==> config.mk <==
export PLATFORM = sky130hd
export DESIGN_NAME = bpo_merge
export DESIGN_NICKNAME = d
export VERILOG_FILES = /design/src/hdl/bpo_pkg.sv /design/src/hdl/bpo_merge.sv
export SDC_FILE = /design/constraint.sdc
export NUM_CORES = 1
export LEC_CHECK = 0
export BUFFER_PORTS_ARGS = -buffer_cell sky130_fd_sc_hd__buf_2
export CORE_MARGIN = 2
export CORE_UTILIZATION = 44
export CTS_CLUSTER_DIAMETER = 150
export DETAILED_ROUTE_END_ITERATION = 8
export GPL_TIMING_DRIVEN = 0
export MAX_ROUTING_LAYER = met4
export PLACE_DENSITY = 0.67
export SLEW_MARGIN = 10
export SYNTH_ARGS = -nofsm -noshare
export SYNTH_HDL_FRONTEND = slang
export SYNTH_SLANG_ARGS = --single-unit
export TNS_END_PERCENT = 20
==> constraint.sdc <==
create_clock -name clk -period 3.6 [get_ports clk]
set_input_delay 0.18 -clock clk [delete_from_list [all_inputs] [get_ports clk]]
set_output_delay 0.18 -clock clk [all_outputs]
set_load 0.02 [all_outputs]
==> src/hdl/bpo_pkg.sv <==
package bpo_pkg;

  // Field widths of the request and result items.
  localparam int COORD_W   = 32;
  localparam int AXIS_W    = 18;
  localparam int FRAC_BITS = 16;

  // One coordinate times one axis component, and the sum of three of them.
  localparam int PROD_W = COORD_W + AXIS_W;
  localparam int SUM_W  = PROD_W + 2;

  // Projection after dropping the fraction bits, and the overlap result.
  localparam int PROJ_W = SUM_W - FRAC_BITS;
  localparam int OVL_W  = PROJ_W + 1;

  // Stream widths, padded to whole bytes.
  localparam int S_FIELDS_W = 6 * COORD_W + 3 * AXIS_W;
  localparam int S_DATA_W   = ((S_FIELDS_W + 7) / 8) * 8;
  localparam int M_DATA_W   = ((OVL_W + 7) / 8) * 8;

  // Defaults for the top-level parameters.
  localparam int VERTICES_DEF    = 8;
  localparam int QUEUE_DEPTH_DEF = 4;

  typedef logic signed [COORD_W-1:0] coord_t;
  typedef logic signed [AXIS_W-1:0]  axis_t;
  typedef logic signed [PROD_W-1:0]  prod_t;
  typedef logic signed [SUM_W-1:0]   sum_t;
  typedef logic signed [PROJ_W-1:0]  proj_t;
  typedef logic signed [OVL_W-1:0]   ovl_t;

  // Running bounds start at the opposite extremes.
  localparam proj_t PROJ_MAX = proj_t'({1'b0, {(PROJ_W-1){1'b1}}});
  localparam proj_t PROJ_MIN = proj_t'({1'b1, {(PROJ_W-1){1'b0}}});

  // Control that travels beside the data through the lane stages.
  typedef struct packed {
    logic valid;
    logic last;
  } ctl_t;

endpackage

==> src/hdl/bpo_merge.sv <==
module bpo_merge (
  input  logic           clk,
  input  logic           rst,
  input  logic           in_valid,
  input  bpo_pkg::proj_t first_lo,
  input  bpo_pkg::proj_t first_hi,
  input  bpo_pkg::proj_t second_lo,
  input  bpo_pkg::proj_t second_hi,
  output logic           out_valid,
  output bpo_pkg::ovl_t  overlap
);
  import bpo_pkg::*;

  logic diff_valid;
  ovl_t d1;
  ovl_t d2;

  // The two cross differences first, the smaller of them in the cycle after.
  always_ff @(posedge clk) begin
    d1 <= OVL_W'(first_hi) - OVL_W'(second_lo);
    d2 <= OVL_W'(second_hi) - OVL_W'(first_lo);
    overlap <= (d1 < d2) ? d1 : d2;
    if (rst) begin
      diff_valid <= 1'b0;
      out_valid  <= 1'b0;
    end else begin
      diff_valid <= in_valid;
      out_valid  <= diff_valid;
    end
  end

endmodule

==> run metrics, run 1 <==
status=complete, no violations; Reg clk slew, reported paths=roughly 0.06 ns; total area of sequential cells=between 2000 and 2500 sq um; Max Clock Skew=0.00915 ns; via/cell ratio=roughly 5.2; Logic pwr share=39.2%; clock buffer count from CTS=17; Placement Cell Area=slightly above 9000 sq um; final core occ=between 50% and 60%; initial antenna violation count=1; Hold Fails Final Rpt=0; top_reg_cell synth=dfxtp_1; CTS root buffer=clkbuf_16; Mapped Area=7920 sq um; Worst EP required=approximately 3.9 ns; Fin Setup TNS=0 ns; gr busiest metal=met2; M2 GR Usage=about a third; grt ovf=0; Pleak=roughly 5.0 nW; die height=~140 um; YS warnings=0; WL final=about 19000 um; Unique masters post-synth=68; HP Class=in2reg; RSZ-0062 raised after global routing=false; Critical Path Source Type=flip-flop; CP Data Arrival Time=between 3 and 4 ns; row cnt=a little under 50; Switch Pwr=slightly above 2 mW; Pre-antenna DRT Iters=7; peak supply drop=~0.45 mV; Int Pwr=between 3 and 4 mW; #FFs+latches synth=~110; post-route ant nets=0; Final Cycle Share=between 90% and 100%; Layout fillers=around 1700; PwrDens=roughly 600 nW/um^2; ranking of synthesized cells by area=dfxtp_1 (29%), ha_1 (17%), inv_1 (6.4%), a21o_1 (4.9%), mux2_2 (4.7%); Final nets=about 1400; P&R area growth vs syn=22.8%; clock sink total=approximately 110; layout cells sized above 1=24.5%; Final WS setup=0.171 ns; Critical Setup Path Class=reg2reg; number of global-route vias before repair=~6900; Core ar.=about 18000 sq um; Min Clock Period, post-route=roughly 3.4 ns; fmax=between 200 and 300 MHz; number of max-cap violations=0; worst setup path start=d2[24]$_DFF_P_; clk_lat worst skew=~0.41 ns; # IOs=about 190; IO Port Bufs=approximately 180; Slew Viols, Final=0; Place WS=about 0.17 ns; EDFF count, synth=0; Sw Ratio=36.1%; FFs w/ async S/R, synth=0%; Hold Slack=~0.039 ns; Setup Viol. Count Final=0; GP Congestion=a little over 0.9; cell accounting for the most synthesized area=dfxtp_1; DP HPWL=about 16000 um; global routing usage on met3=4.85%; met1 GRT Util=26.1%; CP max FO=10; largest net degree at the start of global routing=17; Die Width=~140 um; Initial Util=~45%; CTS tree=yes; Total GRT Usage=21.2%; Worst Setup End Kind=flip-flop; Synth Area per Inst=8.55 sq um; post-detailed-route wirelength per cell=14.2 um; Vias=between 7000 and 8000; Slew HR=52.1%; number of remaining DRC errors=0; first-pass GRT wire length=between 30000 and 40000 um; First DRT Iteration DRCs=288; Design Area, Final=approximately 10000 sq um; htree depth=4; synthesized instance count=between 900 and 1000; Syn Nets=around 1200; sequential area share after synthesis=between 20% and 30%; clock network power share=between 20% and 30%; Flop pwr share=between 30% and 40%; post-synth top area share=about 29%; hold_sp=first_lo[0]; slew of the pin with the lowest slew margin=roughly 0.7 ns; Multi-input gate area=between 5000 and 6000 sq um; Clock Tree Buf Depth=2; post-CTS resize count=0; origin of the critical flop-to-flop path=d2[24]$_DFF_P_; total die area=~19000 sq um
==> layout make-up <==
cell class	count	area share [%]
antenna	1	0.0257
buffer	21	1.31
clock buffer	17	4.38
clock inverter	15	1.52
inverter	135	5.21
multi-input combinational	657	51.7
sequential	113	23.3
tap	229	2.95
timing repair buffer	186	9.68
==> cells by family (layout without fill, tap and decap cells) <==
logic type	Yosys count	after routing	synth area share (%)
buffers and inverters	156	374	8.01
AND/OR/NAND/NOR	202	202	12.7
multiplexers	36	36	5.26
adder cells (fa/ha/maj)	110	110	17.6
other	0	1	0
flip-flops	113	113	28.6
AO/OA/AOI/OAI	256	256	22.1
XOR/XNOR	53	53	5.86
==> path summary, 6_finish.rpt <==
| check | end | slack, ns | cells past startpoint |
|---|---|---|---|
| hold reg to reg | out_valid$_SDFF_PP0_ | 0.45 | 1 |
| setup / recovery | overlap[14]$_DFF_P_ | 0.17 | 10 |
| hold / removal | d2[0]$_DFF_P_ | 0.04 | 3 |
| setup reg to reg | overlap[14]$_DFF_P_ | 0.17 | 10 |
==> power groups by stage <==
stage | Sequential, mW | Clock (mW) | Combinational, mW
global placement | 1.85 | 0 | 2.19
CTS | 1.84 | 1.65 | 2.23
detailed placement | 1.86 | 0 | 2.20
global route | 1.87 | 1.70 | 2.46
floorplan | 2.08 | 0 | 1.32
finish | 1.83 | 1.61 | 2.22
==> timing repair <==
action	in CTS	in global routing
hold buffers	2	0
hold endpoints to repair	2	0
buffers inserted	0	0
==> state kept, by name, indices dropped and copies added (netlist names) <==
| signal | flops |
|---|---|
| out_valid | 1 |
| diff_valid | 1 |
| d2 | 37 |
| d1 | 37 |
| overlap | 37 |
==> metal layers <==
metal | share of wire [%] | wire length, um | vias to the layer above
met4 | 1.4 | 276 | 0
li1 | - | - | 3650
met2 | 47 | 9130 | 196
met5 | 0 | 0 | -
met3 | 5.0 | 974 | 26
met1 | 47 | 9070 | 3219
==> cells in the mapped netlist, types with 15 or more instances <==
cell type  number
nand3_1        21
nor2_1         56
ha_1          108
nand2_1        42
xnor2_1        33
mux2_2         33
dfxtp_1       113
inv_1         135
nor2b_1        15
a21oi_1        70
xor2_1         20
o21ai_0        46
a21o_1         52
==> layout by cell type, fill, tap and decap left out, drive strengths merged, types with 6 or more instances in the layout <==
cell type,instances
o21bai,7
a21oi,71
a31oi,16
nor2b,15
mux2,36
nor3,13
nor2,56
o31ai,7
clkbuf,31
and3,8
nor4,6
and2,6
a211oi,6
inv,143
ha,108
nand4,12
nand2,42
o21ai,48
xor2,20
buf,190
nand2b,9
dfxtp,113
xnor2,33
nand3,21
o21a,13
a21o,52
==> worst max-delay path, stage by stage (launching register included) <==
cell and delay (ns):
dfxtp_1 0.35, inv_1 0.06, ha_1 0.30, nand4_1 0.17
nor4_1 0.55, o21ai_0 0.24, o31ai_1 0.17, a31oi_2 0.14
a211oi_4 0.70, buf_6 0.26, mux2_2 0.36
==> stage by stage <==
stage               total power, mW  instances
global placement               4.04       1339
CTS                            5.72       1373
finish                         5.66       1374
global route                   6.03       1374
detailed placement             4.06       1339
floorplan                      3.40        926
(Power assumes the default switching activity.)
==> run 2, diff against run 1 <==
--- a/config.mk
+++ b/config.mk
@@ -7,12 +7,12 @@
 export LEC_CHECK = 0
 export BUFFER_PORTS_ARGS = -buffer_cell sky130_fd_sc_hd__buf_2
 export CORE_MARGIN = 2
-export CORE_UTILIZATION = 44
+export CORE_UTILIZATION = 55
 export CTS_CLUSTER_DIAMETER = 150
 export DETAILED_ROUTE_END_ITERATION = 8
 export GPL_TIMING_DRIVEN = 0
 export MAX_ROUTING_LAYER = met4
-export PLACE_DENSITY = 0.67
+export PLACE_DENSITY = 0.81
 export SLEW_MARGIN = 10
 export SYNTH_ARGS = -nofsm -noshare
 export SYNTH_HDL_FRONTEND = slang
==> run metrics, run 2 (synthesized netlist as in run 1, its figures left out) <==
status=complete, no violations; CP Data Arrival Time=approximately 3.5 ns; Max Clock Skew=between 0.007 and 0.008 ns; Clock Tree Buf Depth=2; DP HPWL=approximately 16000 um; Initial Util=a little under three fifths; fmax=slightly above 300 MHz; Critical Path Source Type=flip-flop; CP max FO=10; Total GRT Usage=a little over a quarter; HP Class=in2reg; biggest regs=d1: 37 flops, d2: 37 flops, overlap: 37 flops; PwrDens=~610 nW/um^2; clock sink total=113; initial antenna violation count=1; # IOs=between 150 and 200; Critical Setup Path Class=reg2reg; Setup Viol. Count Final=0; Crit path largest cell delay=roughly 0.62 ns; CTS tree=yes; number of remaining DRC errors=0; via/cell ratio=~5.5; htree depth=4; First DRT Iteration DRCs=470; Die Width=between 100 and 150 um; number of global-route vias before repair=between 6000 and 7000; number of max-cap violations=0; die height=approximately 120 um; RSZ-0062 raised after global routing=false; grt ovf=0; peak supply drop=between 0.5 and 0.6 mV; CP top delay family=compound AO/OA/AOI/OAI gates; post-CTS resize count=0; post-route ant nets=0; IO Port Bufs=around 180; layout cells sized above 1=between 20% and 30%; Fin Setup TNS=0 ns; Slew Viols, Final=0; Final Cycle Share=between 80% and 90%; largest net degree at the start of global routing=17; Worst EP required=around 3.9 ns; Reg clk slew, reported paths=~0.060 ns; Hold Fails Final Rpt=0; CTS root buffer=clkbuf_16; Pleak=5.09 nW; Buffers & Inverters on Critical Path=3; commonest cells after routing, fill and taps aside=buf_2 (186), inv_1 (135), dfxtp_1 (113), ha_1 (108), a21oi_1 (70); WL final=about 20000 um; row cnt=between 40 and 50; post-detailed-route wirelength per cell=between 15 and 20 um; GP Congestion=approximately 0.9; clk_lat worst skew=0.42 ns; Slew HR=between 50% and 60%; slew of the pin with the lowest slew margin=0.724 ns; final core occ=69.7%; P&R area growth vs syn=23.1%; Pre-antenna DRT Iters=5; Layout fillers=approximately 1100; Final nets=approximately 1400; worst path cell trace=inv_1, ha_1, nand4_1, nor4_1, o21ai_0, o31ai_1, a31oi_2, a211oi_4, buf_12, buf_6, mux2_2; first-pass GRT wire length=about 31000 um; total die area=around 15000 sq um; most common cell after layout, fill and taps aside=buf_2; Worst Setup End Kind=flip-flop; Vias=around 7300; Core ar.=roughly 14000 sq um; Critical Path Slowest Stage Cell=nor4_1; Min Clock Period, post-route=roughly 3.2 ns; clock buffer count from CTS=17
==> run 2: timing repair <==
item | CTS | global route
endpoints found under the setup margin | 0 | 30
endpoints found under the hold margin | 2 | 0
buffers inserted | 0 | 2
hold buffers | 2 | 0
==> run 2: area by class of cell <==
| type | instances | area, sq um | share of cell area (%) |
|---|---|---|---|
| clock buffers | 20 | 447 | 4.58 |
| well taps | 180 | 225 | 2.31 |
| clock inverters | 11 | 186 | 1.91 |
| inverters | 135 | 507 | 5.20 |
| plain buffers | 21 | 128 | 1.31 |
| multi-input cells | 657 | 5020 | 51.5 |
| repair buffers | 188 | 968 | 9.94 |
| flip-flops and latches | 113 | 2260 | 23.2 |
| diodes | 1 | 2.50 | 0.0257 |
==> run 2: metal layers <==
metal	routed length, um	track usage [%]	vias up
met5	0	-	-
met4	495	10.3	0
met3	1210	5.82	43
met2	9490	44.9	257
met1	8830	32.6	3352
li1	-	-	3664
==> run 2: per-stage QoR <==
step                      std cells  power [mW]  area (sq um)  setup WS, ns  hold WS (ns)
final                          1326        5.95          9750         0.366        0.0283
after global routing           1326        6.28          9750         0.228        0.0392
after CTS                      1323        5.91          9720        0.0748        0.0282
after detailed placement       1290        4.06          9060         0.216         0.358
after global placement         1290        4.01          9060         0.263         0.360
after floorplan                 926        3.40          7920          1.05         0.252
==> run 2: worst paths after layout <==
check	start	endpoint	slack [ns]	depth (start not counted)
worst max-delay path	d2[25]$_DFF_P_	overlap[14]$_DFF_P_	0.37	11
worst min register to register	diff_valid$_SDFF_PP0_	out_valid$_SDFF_PP0_	0.44	1
worst min-delay path	second_lo[0]	d1[0]$_DFF_P_	0.03	3
worst max register to register	d2[25]$_DFF_P_	overlap[14]$_DFF_P_	0.37	11
==> run 2: tightest hold or removal path, delay by kind of cell <==
family                   cells  cell delay (ns)
buffers and inverters        2             0.12
adder cells (fa/ha/maj)      1             0.11
==> run 2: report_power, final <==
part | switching [mW] | internal (mW) | total [mW]
combinational | 1.26 | 1.03 | 2.30
sequential | 0.173 | 1.66 | 1.83
clock | 0.586 | 1.24 | 1.82
==> run 3, diff against run 2 <==
--- a/config.mk
+++ b/config.mk
@@ -13,6 +13,7 @@
 export GPL_TIMING_DRIVEN = 0
 export MAX_ROUTING_LAYER = met4
 export PLACE_DENSITY = 0.81
+export REMOVE_ABC_BUFFERS = 1
 export SLEW_MARGIN = 10
 export SYNTH_ARGS = -nofsm -noshare
 export SYNTH_HDL_FRONTEND = slang
==> run metrics, run 3 (synthesized netlist as in run 1, its figures left out) <==
status=complete, no violations; final core occ=between 60% and 70%; commonest cells after routing, fill and taps aside=buf_2 (184), inv_1 (135), dfxtp_1 (113), ha_1 (108), a21oi_1 (70); CTS tree=yes; Worst Setup End Kind=flip-flop; most common cell after layout, fill and taps aside=buf_2; peak supply drop=approximately 0.46 mV; Die Width=~120 um; Cell Count, Final, Fillers Out=1306; Initial Util=a little under three fifths; die height=around 120 um; clk_lat worst skew=around 0.42 ns; Vias=about 7200; PwrDens=609 nW/um^2; fmax=between 200 and 300 MHz; post-route ant nets=0; Core ar.=14000 sq um; RSZ-0062 raised after global routing=false; row cnt=43; GP Congestion=about 0.93; total die area=15400 sq um; Critical Setup Path Class=reg2reg; Slew HR=between 50% and 60%; Pre-antenna DRT Iters=6; clock buffer count from CTS=17; Total GRT Usage=a little over a quarter; # IOs=~190; CP Data Arrival Time=3.66 ns; Clock Tree Buf Depth=2; placed cells=~1300; biggest regs=d1: 37 flops, d2: 37 flops, overlap: 37 flops; htree depth=4; Hold Fails Final Rpt=0; ant diodes=0; Worst EP required=3.90 ns; Reg clk slew, reported paths=approximately 0.060 ns; DP HPWL=15000 um; post-detailed-route wirelength per cell=around 15 um; HP Class=in2reg; clock sink total=approximately 110; CP max FO=11; largest net degree at the start of global routing=17; WL final=between 15000 and 20000 um; First DRT Iteration DRCs=approximately 570; number of global-route vias before repair=6835; grt ovf=0; IO Port Bufs=~180; Max Clock Skew=about 0.0066 ns; layout cells sized above 1=24.5%; Setup Viol. Count Final=0; slew of the pin with the lowest slew margin=slightly below 0.7 ns; Pleak=roughly 5 nW; initial antenna violation count=0; Min Clock Period, post-route=3.36 ns; number of remaining DRC errors=0; first-pass GRT wire length=31200 um; Final nets=1370; number of max-cap violations=0; Final Cycle Share=between 90 and 100%; CTS root buffer=clkbuf_16; via/cell ratio=between 5 and 6; P&R area growth vs syn=21.9%; Post-CTS Setup Bufs=0; Critical Path Source Type=flip-flop; Slew Viols, Final=0
[run 3: path summary, 6_finish.rpt]
check	start	endpoint	slack [ns]	cells past startpoint
setup / recovery	d2[28]$_DFF_P_	overlap[9]$_DFF_P_	0.24	12
hold / removal	second_lo[0]	d1[0]$_DFF_P_	0.02	3
setup reg to reg	d2[28]$_DFF_P_	overlap[9]$_DFF_P_	0.24	12
hold reg to reg	diff_valid$_SDFF_PP0_	out_valid$_SDFF_PP0_	0.46	1
[run 3: power by group]
part	switching (mW)	internal, mW	leakage (nW)
Combinational	1.24	1.01	3.78
Sequential	0.170	1.66	0.953
Clock	0.619	1.18	0.304
[run 3: layout make-up]
type	count	area, sq um
clock buffer	18	439
inverter	135	507
clock inverter	14	204
fill	1172	4340
multi-input combinational	657	5030
tap	180	225
timing repair buffer	189	986
sequential	113	2260
[run 3: per-stage QoR]
stage	power, mW	hold WS, ns	setup slack [ns]	setup TNS [ns]	instance area [sq um]
floorplan	3.35	0.252	0.496	0	7790
global placement	3.95	0.361	-0.558	-18.89	8940
detailed placement	4.05	0.358	0.142	0	8980
CTS	5.89	0.0112	0.0894	0	9640
global route	6.25	0.0302	0.00636	0	9650
finish	5.88	0.0246	0.239	0	9650
[run 3: worst max-delay path, stage by stage, from the launching register on]
cell and delay (ns):
dfxtp_1 0.32, inv_1 0.04, ha_1 0.32, nand4_1 0.19, nor4_2 0.44, o21ai_0 0.22
o31ai_1 0.17, a31oi_2 0.15, a211oi_4 0.49, buf_8 0.22, buf_8 0.17, buf_8 0.16
mux2_2 0.35
[run 3: metal layers]
layer  GRT usage, %  wire (um)  vias to the layer above
li1               -          -                     3625
met5              -          0                        -
met3           5.22       1360                       30
met4           6.88        265                        0
met1           32.7       8480                     3299
met2           45.6       9110                      288
[run 3: repair_timing]
action	CTS	global route
setup endpoints to repair	0	21
hold endpoints to repair	2	0
resized for setup	0	1
hold buffers	2	0
