[config.mk]
export PLATFORM = sky130hd
export DESIGN_NAME = bpo_queue
export DESIGN_NICKNAME = d
export VERILOG_FILES = /design/src/hdl/bpo_pkg.sv /design/src/hdl/bpo_queue.sv
export SDC_FILE = /design/constraint.sdc
export NUM_CORES = 1
export LEC_CHECK = 0
export ABC_AREA = 0
export BUFFER_PORTS_ARGS = -buffer_cell sky130_fd_sc_hd__buf_2
export CORE_MARGIN = 10
export CORE_UTILIZATION = 53
export CTS_BUF_LIST = sky130_fd_sc_hd__clkbuf_4 sky130_fd_sc_hd__clkbuf_8 sky130_fd_sc_hd__clkbuf_16
export CTS_CLUSTER_SIZE = 30
export DETAILED_ROUTE_END_ITERATION = 8
export GPL_TIMING_DRIVEN = 0
export PLACE_DENSITY_LB_ADDON = 0.08
export SYNTH_ARGS = -nofsm -noshare
export SYNTH_HDL_FRONTEND = slang
export SYNTH_SLANG_ARGS = --single-unit
[constraint.sdc]
create_clock -name clk -period 2.3 [get_ports clk]
set_input_delay 0.23 -clock clk [delete_from_list [all_inputs] [get_ports clk]]
set_output_delay 0.23 -clock clk [all_outputs]
set_load 0.02 [all_outputs]
[src/hdl/bpo_pkg.sv]
package bpo_pkg;

  // Field widths of the request and result items.
  localparam int COORD_W   = 32;
  localparam int AXIS_W    = 18;
  localparam int FRAC_BITS = 16;

  // One coordinate times one axis component, and the sum of three of them.
  localparam int PROD_W = COORD_W + AXIS_W;
  localparam int SUM_W  = PROD_W + 2;

  // Projection after dropping the fraction bits, and the overlap result.
  localparam int PROJ_W = SUM_W - FRAC_BITS;
  localparam int OVL_W  = PROJ_W + 1;

  // Stream widths, padded to whole bytes.
  localparam int S_FIELDS_W = 6 * COORD_W + 3 * AXIS_W;
  localparam int S_DATA_W   = ((S_FIELDS_W + 7) / 8) * 8;
  localparam int M_DATA_W   = ((OVL_W + 7) / 8) * 8;

  // Defaults for the top-level parameters.
  localparam int VERTICES_DEF    = 8;
  localparam int QUEUE_DEPTH_DEF = 4;

  typedef logic signed [COORD_W-1:0] coord_t;
  typedef logic signed [AXIS_W-1:0]  axis_t;
  typedef logic signed [PROD_W-1:0]  prod_t;
  typedef logic signed [SUM_W-1:0]   sum_t;
  typedef logic signed [PROJ_W-1:0]  proj_t;
  typedef logic signed [OVL_W-1:0]   ovl_t;

  // Running bounds start at the opposite extremes.
  localparam proj_t PROJ_MAX = proj_t'({1'b0, {(PROJ_W-1){1'b1}}});
  localparam proj_t PROJ_MIN = proj_t'({1'b1, {(PROJ_W-1){1'b0}}});

  // Control that travels beside the data through the lane stages.
  typedef struct packed {
    logic valid;
    logic last;
  } ctl_t;

endpackage

[src/hdl/bpo_queue.sv]
module bpo_queue #(
  parameter int DEPTH = bpo_pkg::QUEUE_DEPTH_DEF
) (
  input  logic          clk,
  input  logic          rst,
  input  logic          wr_valid,
  input  bpo_pkg::ovl_t wr_data,
  output logic          rd_valid,
  input  logic          rd_ready,
  output bpo_pkg::ovl_t rd_data
);
  import bpo_pkg::*;

  localparam int PTR_W = $clog2(DEPTH);
  localparam int CNT_W = $clog2(DEPTH + 1);

  ovl_t             mem [DEPTH];
  logic [PTR_W-1:0] head;
  logic [PTR_W-1:0] tail;
  logic [CNT_W-1:0] count;
  logic             load;
  logic             from_mem;
  logic             bypass;
  logic             push;

  // The output register refills whenever it is empty or being taken.
  assign load     = !rd_valid || rd_ready;
  assign from_mem = load && (count != '0);
  assign bypass   = load && (count == '0) && wr_valid;
  assign push     = wr_valid && !bypass;

  always_ff @(posedge clk) begin
    if (push) begin
      mem[tail] <= wr_data;
    end
    if (from_mem) begin
      rd_data <= mem[head];
    end else if (bypass) begin
      rd_data <= wr_data;
    end
  end

  always_ff @(posedge clk) begin
    if (rst) begin
      head     <= '0;
      tail     <= '0;
      count    <= '0;
      rd_valid <= 1'b0;
    end else begin
      if (load) begin
        rd_valid <= from_mem || bypass;
      end
      if (push) begin
        tail <= (tail == PTR_W'(DEPTH - 1)) ? '0 : tail + 1'b1;
      end
      if (from_mem) begin
        head <= (head == PTR_W'(DEPTH - 1)) ? '0 : head + 1'b1;
      end
      if (push && !from_mem) begin
        count <= count + 1'b1;
      end else if (from_mem && !push) begin
        count <= count - 1'b1;
      end
    end
  end

endmodule

==> out/metrics.yaml, run 1 <==
wl_per_cell_um: 21.1
ys_types: 29
leakage_uw: 0.00307
dp_slack_ns: -0.189
die_y_um: 140
die-area_um2: 19500
vias: 3400
clkTransAtPathRegs_ns: 0.06
dp_cells: 587
post_synth.cell_area_avg_um2: 23.1
ioPinCount: 79
setup_ws_ns: -0.174
gp_congestion: 0.704
crit_arrival_ns: 2.51
ys_seq_area_frac: 0.757
hold_ws_ns: 0.0394
drv_cap: 0
async_reset_ff_frac: 0
finalSetupViolations: 148
critPathLaunchType: "flop"
cts-root-buf: "clkbuf_16"
fmax_mhz: 404
overflow: 0
finalCritPeriodShare: 1.08
skew_ns: 0.00754
portBuffers: 77
synth-edff-count: 185
final_common_cell: "edfxtp_1"
coreArea_um2: 14000
critical_path_class: "reg2reg"
synth-seq-cells: 195
wl_um: 13000
yosys_warnings: 0
nets: 473
end_kind: "flop"
worstPathCellList: "nor2b_1 -> o21a_1 -> and2_2"
hold_violations: 0
crit_family: "simple AND/OR/NAND/NOR gates"
fin_crit_ns: 2.47
grt_start_max_net_pins: 38
synth_fp_nets: 376
crit_path_max_incr_delay_ns: 0.92
grt_setup_unrepaired: "yes"
cts_setup_buffers: 0
cts.sinks: 195
layout_common_cells: "edfxtp_1 (185), buf_2 (80), mux4_2 (37), mux2_4 (37), clkbuf_16 (17)"
syn_to_final_growth_pct: 15.9
syn_area_um2: 7600
antenna_found_initial: 1
grt_pass1_wl_um: 20500
drive_gt1_frac: 0.449
antenna_cells: 0
start_util: 0.543
violations: "negative setup slack"
p_per_area_nw_per_um2: 1260
worstMarginPinSlew_ns: 1.08
rows: 43
cts_resized: 0
hold_path.class: "in2reg"
antenna_left: 0
relSlewSlack: 0.281
worst_path_max_delay_cell: "and2_2"
synth-main-ff-cell: "edfxtp_1"
status: "finished, violations left"
cts_buffer_depth: 2
grt_use_total: 0.138
route.detailed.drc: 0
worstPathRequired_ns: 2.34
firstDrtPassIters: 4
cts-buffers-inserted: 17
drt_iter0_markers: 159
die_width_um: 140
ctsHoldBuffers: 0
slew_viol_final: 0
max-vdd-ir-drop_v: 0.000612
viasPerCell: 5.49
hpwl_um: 7960
insertion_delay_ns: 0.42
cts_tree: "built"
cp.buffers_inverters: 0
grt_pass1_vias: 3697
path_max_fanout: 37
htreeDepth: 4
syn_inst: 329
fin_cells: 619
-- logic make-up (layout without fill, tap and decap cells) --
group,after synthesis,in the layout,synth area share
flip-flops,195,195,0.757
multiplexers,78,78,0.188
AND/OR/NAND/NOR,25,25,0.0173
buffers and inverters,18,128,0.0201
adder cells (fa/ha/maj),6,6,0.0109
AO/OA/AOI/OAI,5,5,0.00444
XOR/XNOR,2,2,0.00230
-- metal layers --
metal | vias up | track usage | share of wire
met4 | 2 | 0.0522 | 0.017
met5 | - | 0 | 0.00054
met1 | 1758 | 0.167 | 0.44
li1 | 1544 | - | -
met2 | 77 | 0.227 | 0.51
met3 | 19 | 0.0408 | 0.040
-- power by group --
part / internal (uW) / switching, uW
clock network: 1670 / 1150
registers: 4700 / 174
logic: 1710 / 1740
-- flip-flops by register name (all words and copies together), names as in the netlist, named ones only --
signal and cells:
mem 148, rd_data 37, count 3, head 2, tail 2, rd_valid 1
-- cells in the mapped netlist, types with 2 or more instances --
master	number	area, um^2
mux2i_1	4	40.0
ha_1	5	62.6
buf_12	4	80.1
inv_1	4	15.0
buf_6	2	22.5
buf_2	3	15.0
mux2_4	37	556
nor2_1	11	41.3
buf_1	4	15.0
and2_1	4	25.0
dfxtp_1	10	200
mux4_2	37	833
a31oi_1	2	12.5
edfxtp_1	185	5560
nand2_1	3	11.3
-- layout make-up --
cell class	count	area (um^2)
plain buffers	14	138
clock buffers	24	478
clock inverters	8	85.1
fillers	1017	5180
inverters	4	15.0
multi-input cells	116	1710
flip-flops and latches	195	5760
well taps	180	225
repair buffers	78	405
-- stage by stage --
stage                     area [um^2]  utilization  TNS (ns)  power (uW)
final                            8810        0.630    -23.10       11100
after floorplan                  7610            -         0        7560
after CTS                        8810        0.630    -29.65       11300
after global placement           8220        0.588    -22.56        8380
after detailed placement         8250        0.589    -25.12        8480
after global routing             8810        0.630    -48.27       11700
-- worst paths after layout --
| kind | start | to | slack, ns | cells past startpoint |
|---|---|---|---|---|
| hold reg to reg | count[1] | count[1] | 0.52 | 2 |
| setup / recovery | rd_valid | mem[0][7] | -0.17 | 3 |
| setup reg to reg | rd_valid | mem[0][7] | -0.17 | 3 |
| hold / removal | wr_data[19] | mem[2][19] | 0.04 | 1 |
No activity file was read; power rests on OpenSTA's default activity.
==> run 2: changes to the inputs <==
- CAP_MARGIN: unset -> 40
- CELL_PAD_IN_SITES_DETAIL_PLACEMENT: unset -> 2
- CELL_PAD_IN_SITES_GLOBAL_PLACEMENT: unset -> 2
- CORE_UTILIZATION: 53 -> 49
- clock period: 2.3 -> 3 ns (I/O delays scaled with it)
==> run 2 against run 1 <==
- the run now ends clean
- critical path depth grew 1
- power decreased by 19%
- cell count is 2.1% higher
- clock power decreased by 14%
- worst setup slack gained 0.78 ns
- first-iteration DRC count increased by 31%
- worst hold slack improved by 0.067 ns
- count of clock-buffer cells in the layout decreased by 5
- sequential share of layout area is 1.2 points lower
- design area rose by 1.8%
- wire length is 39% higher
- critical path type unchanged
==> out/metrics.yaml, run 2 (synthesis gave the netlist of run 1 again) <==
regMostFlops: "mem"
max-vdd-ir-drop_v: 0.000589  # -3.7%
htreeDepth: 4  # unchanged
multi_input_area_um2: 1710  # unchanged
wl_per_cell_um: 28.6  # +36%
dpl-instance-area_um2: 8340  # +1.2%
antenna_found_initial: 1  # unchanged
overflow: 0  # unchanged
cts_setup_buffers: 0  # unchanged
viasPerCell: 5.69  # +3.5%
gp_congestion: 0.664  # -5.7%
rows: 45  # +4.7%
hpwl_um: 11200  # +41%
power_uw: 9010  # -19%
drive_gt1_frac: 0.458  # +0.00949
grt_setup_unrepaired: "no"
drt_iter0_markers: 208  # +31%
fmax_mhz: 418  # +3.3%
end_kind: "flop"
leakage_uw: 0.00313  # +1.8%
grt_pass1_vias: 4118  # +11%
cts-buffers-inserted: 17  # unchanged
cts_resized: 0  # unchanged
reg_top3: "mem: 148 flops, rd_data: 37 flops, count: 3 flops"
syn_to_final_growth_pct: 18.0
finalSetupViolations: 0  # -100%
ctsHoldBuffers: 0  # unchanged
worstPathRequired_ns: 3.12  # +0.78 ns
layout_common_cells: "edfxtp_1 (185), buf_2 (80), mux4_2 (37), mux2_4 (37), clkbuf_16 (17)"
firstDrtPassIters: 4  # unchanged
largest_reg_flops: 148  # unchanged
coreArea_um2: 15200  # +8.7%
path_max_fanout: 19  # -49%
insertion_delay_ns: 0.43  # about the same
fin_crit_ns: 2.39  # -0.0798 ns
clkTransAtPathRegs_ns: 0.07  # about the same
hold_violations: 0  # unchanged
cts-root-buf: "clkbuf_16"
design_area_um2: 8970  # +1.8%
drv_cap: 0  # unchanged
start_util: 0.500  # -0.0434
finalCritPeriodShare: 0.798  # -0.278
slew_viol_final: 0  # unchanged
grt_use_total: 0.183  # +0.0457
fin_util: 0.590  # -0.0397
grt_start_max_net_pins: 29  # -24%
antenna_left: 0  # unchanged
status: "finished clean"
die_y_um: 145  # +3.4%
worstMarginPinSlew_ns: 0.729  # -0.349 ns
critical_path_class: "reg2reg"
critPathLaunchType: "flop"
cts_buffer_depth: 2  # unchanged
p_per_area_nw_per_um2: 1000  # -21%
finalSetupTns_ns: 0  # +23.10 ns
final_common_cell: "edfxtp_1"
vias: 3593  # +5.7%
cts.sinks: 195  # unchanged
ioPinCount: 79  # unchanged
die-area_um2: 20900  # +7.0%
relSlewSlack: 0.514  # +0.233
portBuffers: 77  # unchanged
cts_tree: "built"
route.detailed.drc: 0  # unchanged
nets: 477  # +0.85%
wl_um: 18100  # +39%
fillCellCount: 1247  # +23%
seq_area_um2: 5760  # unchanged
skew_ns: 0.0105  # +0.00297 ns
hold_path.class: "in2reg"
grt_pass1_wl_um: 27000  # +32%
crit_arrival_ns: 2.52  # about the same
die_width_um: 145  # +3.4%
==> run 2: changes by cell type in the layout (fill, tap and decap cells not counted), sizes merged <==
| cell | delta |
|---|---|
| inv | +1 |
| buf | +4 |
| clkinvlp | +1 |
| diode | +1 |
| clkbuf | -5 |
| clkinv | +1 |
| bufinv | +2 |
==> run 2: final timing paths <==
check	startpoint	slack, ns	to	cells after the start
worst max-delay path	rd_valid	0.61	mem[3][26]	4
worst min-delay path	wr_data[19]	0.11	mem[3][19]	1
worst max register to register	rd_valid	0.61	mem[3][26]	4
worst min register to register	tail[1]	0.57	tail[1]	2
==> run 2: power breakdown <==
| group | leakage, uW | internal (uW) | switching [uW] |
|---|---|---|---|
| clock | 0.000303 | 1420 | 1000 |
| combinational | 0.00104 | 1350 | 1450 |
| sequential | 0.00179 | 3600 | 187 |
| total | 0.00313 | 6360 | 2640 |
==> run 2: critical path: stages, from the launching register on <==
cell and delay, ns:
dfxtp_1 0.40, nor2b_1 0.50, o21a_1 0.33, and2_2 0.58, buf_16 0.25
==> run 2: per-stage QoR <==
step | cells | hold WS (ns) | setup slack [ns]
finish | 632 | 0.106 | 0.606
global placement | 594 | 0.504 | -0.990
global route | 631 | 0.103 | 0.445
floorplan | 329 | 0.399 | 0.402
detailed placement | 599 | 0.533 | 0.584
CTS | 631 | 0.0928 | 0.548
==> run 2: layout make-up <==
class | count | area share
flip-flops and latches | 195 | 0.642
multi-input cells | 116 | 0.190
repair buffers | 82 | 0.0550
clock buffers | 19 | 0.0491
well taps | 188 | 0.0262
clock inverters | 13 | 0.0205
plain buffers | 14 | 0.0153
inverters | 4 | 0.00167
diodes | 1 | 0.000279
==> run 2: routing by layer <==
metal | track usage | vias to the layer above | routed length [um]
met5 | 0 | - | 0
met4 | 0.0676 | 0 | 291
met3 | 0.0413 | 20 | 867
met2 | 0.306 | 117 | 9330
met1 | 0.229 | 1897 | 7600
li1 | - | 1559 | -
==> run 3: changes to the inputs <==
- CORE_UTILIZATION: 49 -> 41
- clock period: 3 -> 2.1 ns (I/O delays scaled with it)
==> run 3 against run 2 <==
- power up 41%
- wire length down 8.0%
- clock power up 36%
- sequential power up 41%
- register-to-register slack worse by 0.48 ns
- design area up 1.1%
- die area up 17%
- worst setup slack worse by 0.48 ns
- combinational power up 44%
- highest routed layer unchanged
- sequential share of layout area down 0.73 points
- first-iteration DRC count down 19%
- global-route usage down 4.2 points
==> out/metrics.yaml, run 3 (synthesis gave the netlist of run 1 again) <==
pwr-share-comb: 0.318  # +0.007
grt_setup_unrepaired: "no"
grt_use_total: 0.142  # -0.0417
die-area_um2: 24400  # +17%
r2r_end: "rd_data[12]"
vias: 3525  # -1.9%
coreArea_um2: 18100  # +19%
clkTransAtPathRegs_ns: 0.07  # about the same
reg2regPathDepth: 4  # unchanged
grt_pass1_wl_um: 25500  # -5.6%
drv_cap: 0  # unchanged
worstMarginPinSlew_ns: 0.806  # +0.0770 ns
grt_pass1_vias: 4080  # -0.92%
min_from: "wr_data[13]"
internal_power_uw: 8890  # +40%
rrSetupSlack_ns: 0.13  # -0.48 ns
hold_path.class: "in2reg"
dr_wl_met2_um: 8600  # -7.9%
setup_ws_ns: 0.126  # -0.480 ns
final_common_cell: "edfxtp_1"
dp_slack_ns: -0.368  # -0.951 ns
cts_buffer_depth: 2  # unchanged
skew_ns: 0.0106  # +0.0000539 ns
wl_per_cell_um: 24.6  # -14%
htreeDepth: 4  # unchanged
rows: 49  # +8.9%
crit_family: "multiplexers"
seq_area_um2: 5760  # unchanged
status: "finished clean"
hpwl_um: 10700  # -4.6%
relSlewSlack: 0.461  # -0.0526
fmax_mhz: 507  # +21%
fillCellCount: 1562  # +25%
crit_arrival_ns: 2.15  # -0.37 ns
worstPathRequired_ns: 2.28  # -0.84 ns
p_per_area_nw_per_um2: 1400  # +39%
clockPowerShare: 0.259  # -0.010
multi_input_area_um2: 1730  # +1.4%
min_to: "mem[3][13]"
p_sw_frac: 0.297  # +0.00387
slew_viol_final: 0  # unchanged
portBuffers: 77  # unchanged
leakage_uw: 0.00316  # +1.1%
drive_gt1_frac: 0.477  # +0.0184
max-vdd-ir-drop_v: 0.000585  # -0.75%
dp_cells: 640  # +6.8%
antenna_found_initial: 0  # -1
drt_iter0_markers: 169  # -19%
firstDrtPassIters: 5  # +1
cts-buffers-inserted: 17  # unchanged
critPathLaunchType: "flop"
cts-root-buf: "clkbuf_16"
antenna_left: 0  # unchanged
finalCritPeriodShare: 0.940  # +0.142
reg_top3: "mem: 148 flops, rd_data: 37 flops, count: 3 flops"
overflow: 0  # unchanged
wl_met3_um: 659  # -24%
antenna_cells: 0  # -1
regMostFlops: "mem"
worst_path_max_delay_cell: "mux4_2"
min_delay_path_depth: 1  # unchanged
cts.sinks: 195  # unchanged
cts_tree: "built"
path_max_fanout: 10  # -9
viasPerCell: 5.20  # -8.5%
gp_congestion: 0.695  # +4.7%
grt_start_max_net_pins: 22  # -24%
start_util: 0.420  # -0.0797
route.detailed.drc: 0  # unchanged
insertion_delay_ns: 0.43  # about the same
power_switching_uw: 3760  # +42%
crit_path_max_incr_delay_ns: 0.57  # about the same
wl_met1_um: 7230  # -4.8%
wl_um: 16700  # -8.0%
p_seq_frac: 0.423  # +0.003
nets: 483  # +1.3%
syn_to_final_growth_pct: 19.3
fin_cells: 678  # +7.3%
die_width_um: 156  # +8.0%
end_kind: "flop"
worstPathCellList: "buf_6 -> buf_2 -> mux4_2 -> mux2_4"
critical_path_class: "reg2reg"
hold_violations: 0  # unchanged
layout_common_cells: "edfxtp_1 (185), buf_2 (81), mux4_2 (37), mux2_4 (37), clkbuf_16 (17)"
topRoutingLayerUsed: "met4"
ioPinCount: 79  # unchanged
largest_reg_flops: 148  # unchanged
finalSetupViolations: 0  # unchanged
cp.buffers_inverters: 2  # +1
fin_crit_ns: 1.97  # -0.420 ns
die_y_um: 156  # +8.0%
## run 3: cell count changes in the layout (fill, tap and decap cells not counted), moves of 3 or more
| cell | before | now |
|---|---|---|
| inv_6 | 1 | 4 |
| clkinv_4 | 4 | 1 |
| inv_8 | 0 | 3 |
| buf_1 | 4 | 1 |
| and2_4 | 1 | 5 |
## run 3: how the worst max path moves through the flow
stage / from / to / slack [ns] / cells past startpoint
2_1_floorplan: rd_valid / mem[0][0] / 0.09 / 3
5_1_grt: flop / rd_data[12] / 0.02 / 4
3_3_place_gp: count[0] / rd_data[5] / -0.78 / 3
6_report: flop / rd_data[12] / 0.13 / 4
4_1_cts: rd_valid / mem[2][26] / 0.005 / 4
3_5_place_dp: rd_valid / mem[1][1] / -0.37 / 4
## run 3: repair_timing
action	in CTS	in global routing
cloned	2	0
gates resized for setup	8	3
setup buffers	0	2
pin swaps	2	1
endpoints found under the setup margin	167	44
hold buffers	2	0
endpoints found under the hold margin	8	0
## run 3: routing by layer
metal,track usage,vias up
li1,-,1569
met1,0.176,1874
met2,0.240,69
met3,0.0339,13
met4,0.0449,0
met5,0,-
## run 3: per-stage QoR
stage | util | TNS, ns | hold slack [ns] | instance area, um^2 | power (uW)
floorplan | - | 0 | 0.309 | 7610 | 8280
global placement | 0.458 | -87.12 | 0.441 | 8280 | 9290
detailed placement | 0.465 | -30.16 | 0.450 | 8410 | 9530
CTS | 0.500 | 0 | 0.00297 | 9050 | 12900
global route | 0.502 | 0 | 0.00171 | 9070 | 13200
finish | 0.502 | 0 | 0.0163 | 9070 | 12700
## run 3: final cells by class
| type | count | area share |
|---|---|---|
| Sequential cell | 195 | 0.634 |
| Multi-Input combinational cell | 118 | 0.191 |
| Timing Repair Buffer | 86 | 0.0599 |
| Clock buffer | 17 | 0.0469 |
| Tap cell | 229 | 0.0316 |
| Clock inverter | 15 | 0.0188 |
| Buffer | 14 | 0.0161 |
| Inverter | 4 | 0.00165 |
## run 3: power groups by stage
stage | logic [uW] | clock network [uW] | registers, uW
6_report | 4020 | 3280 | 5360
3_3_place_gp | 3870 | 0 | 5420
3_5_place_dp | 4080 | 0 | 5460
4_1_cts | 4130 | 3350 | 5380
5_1_grt | 4310 | 3510 | 5430
2_1_floorplan | 2430 | 0 | 5850
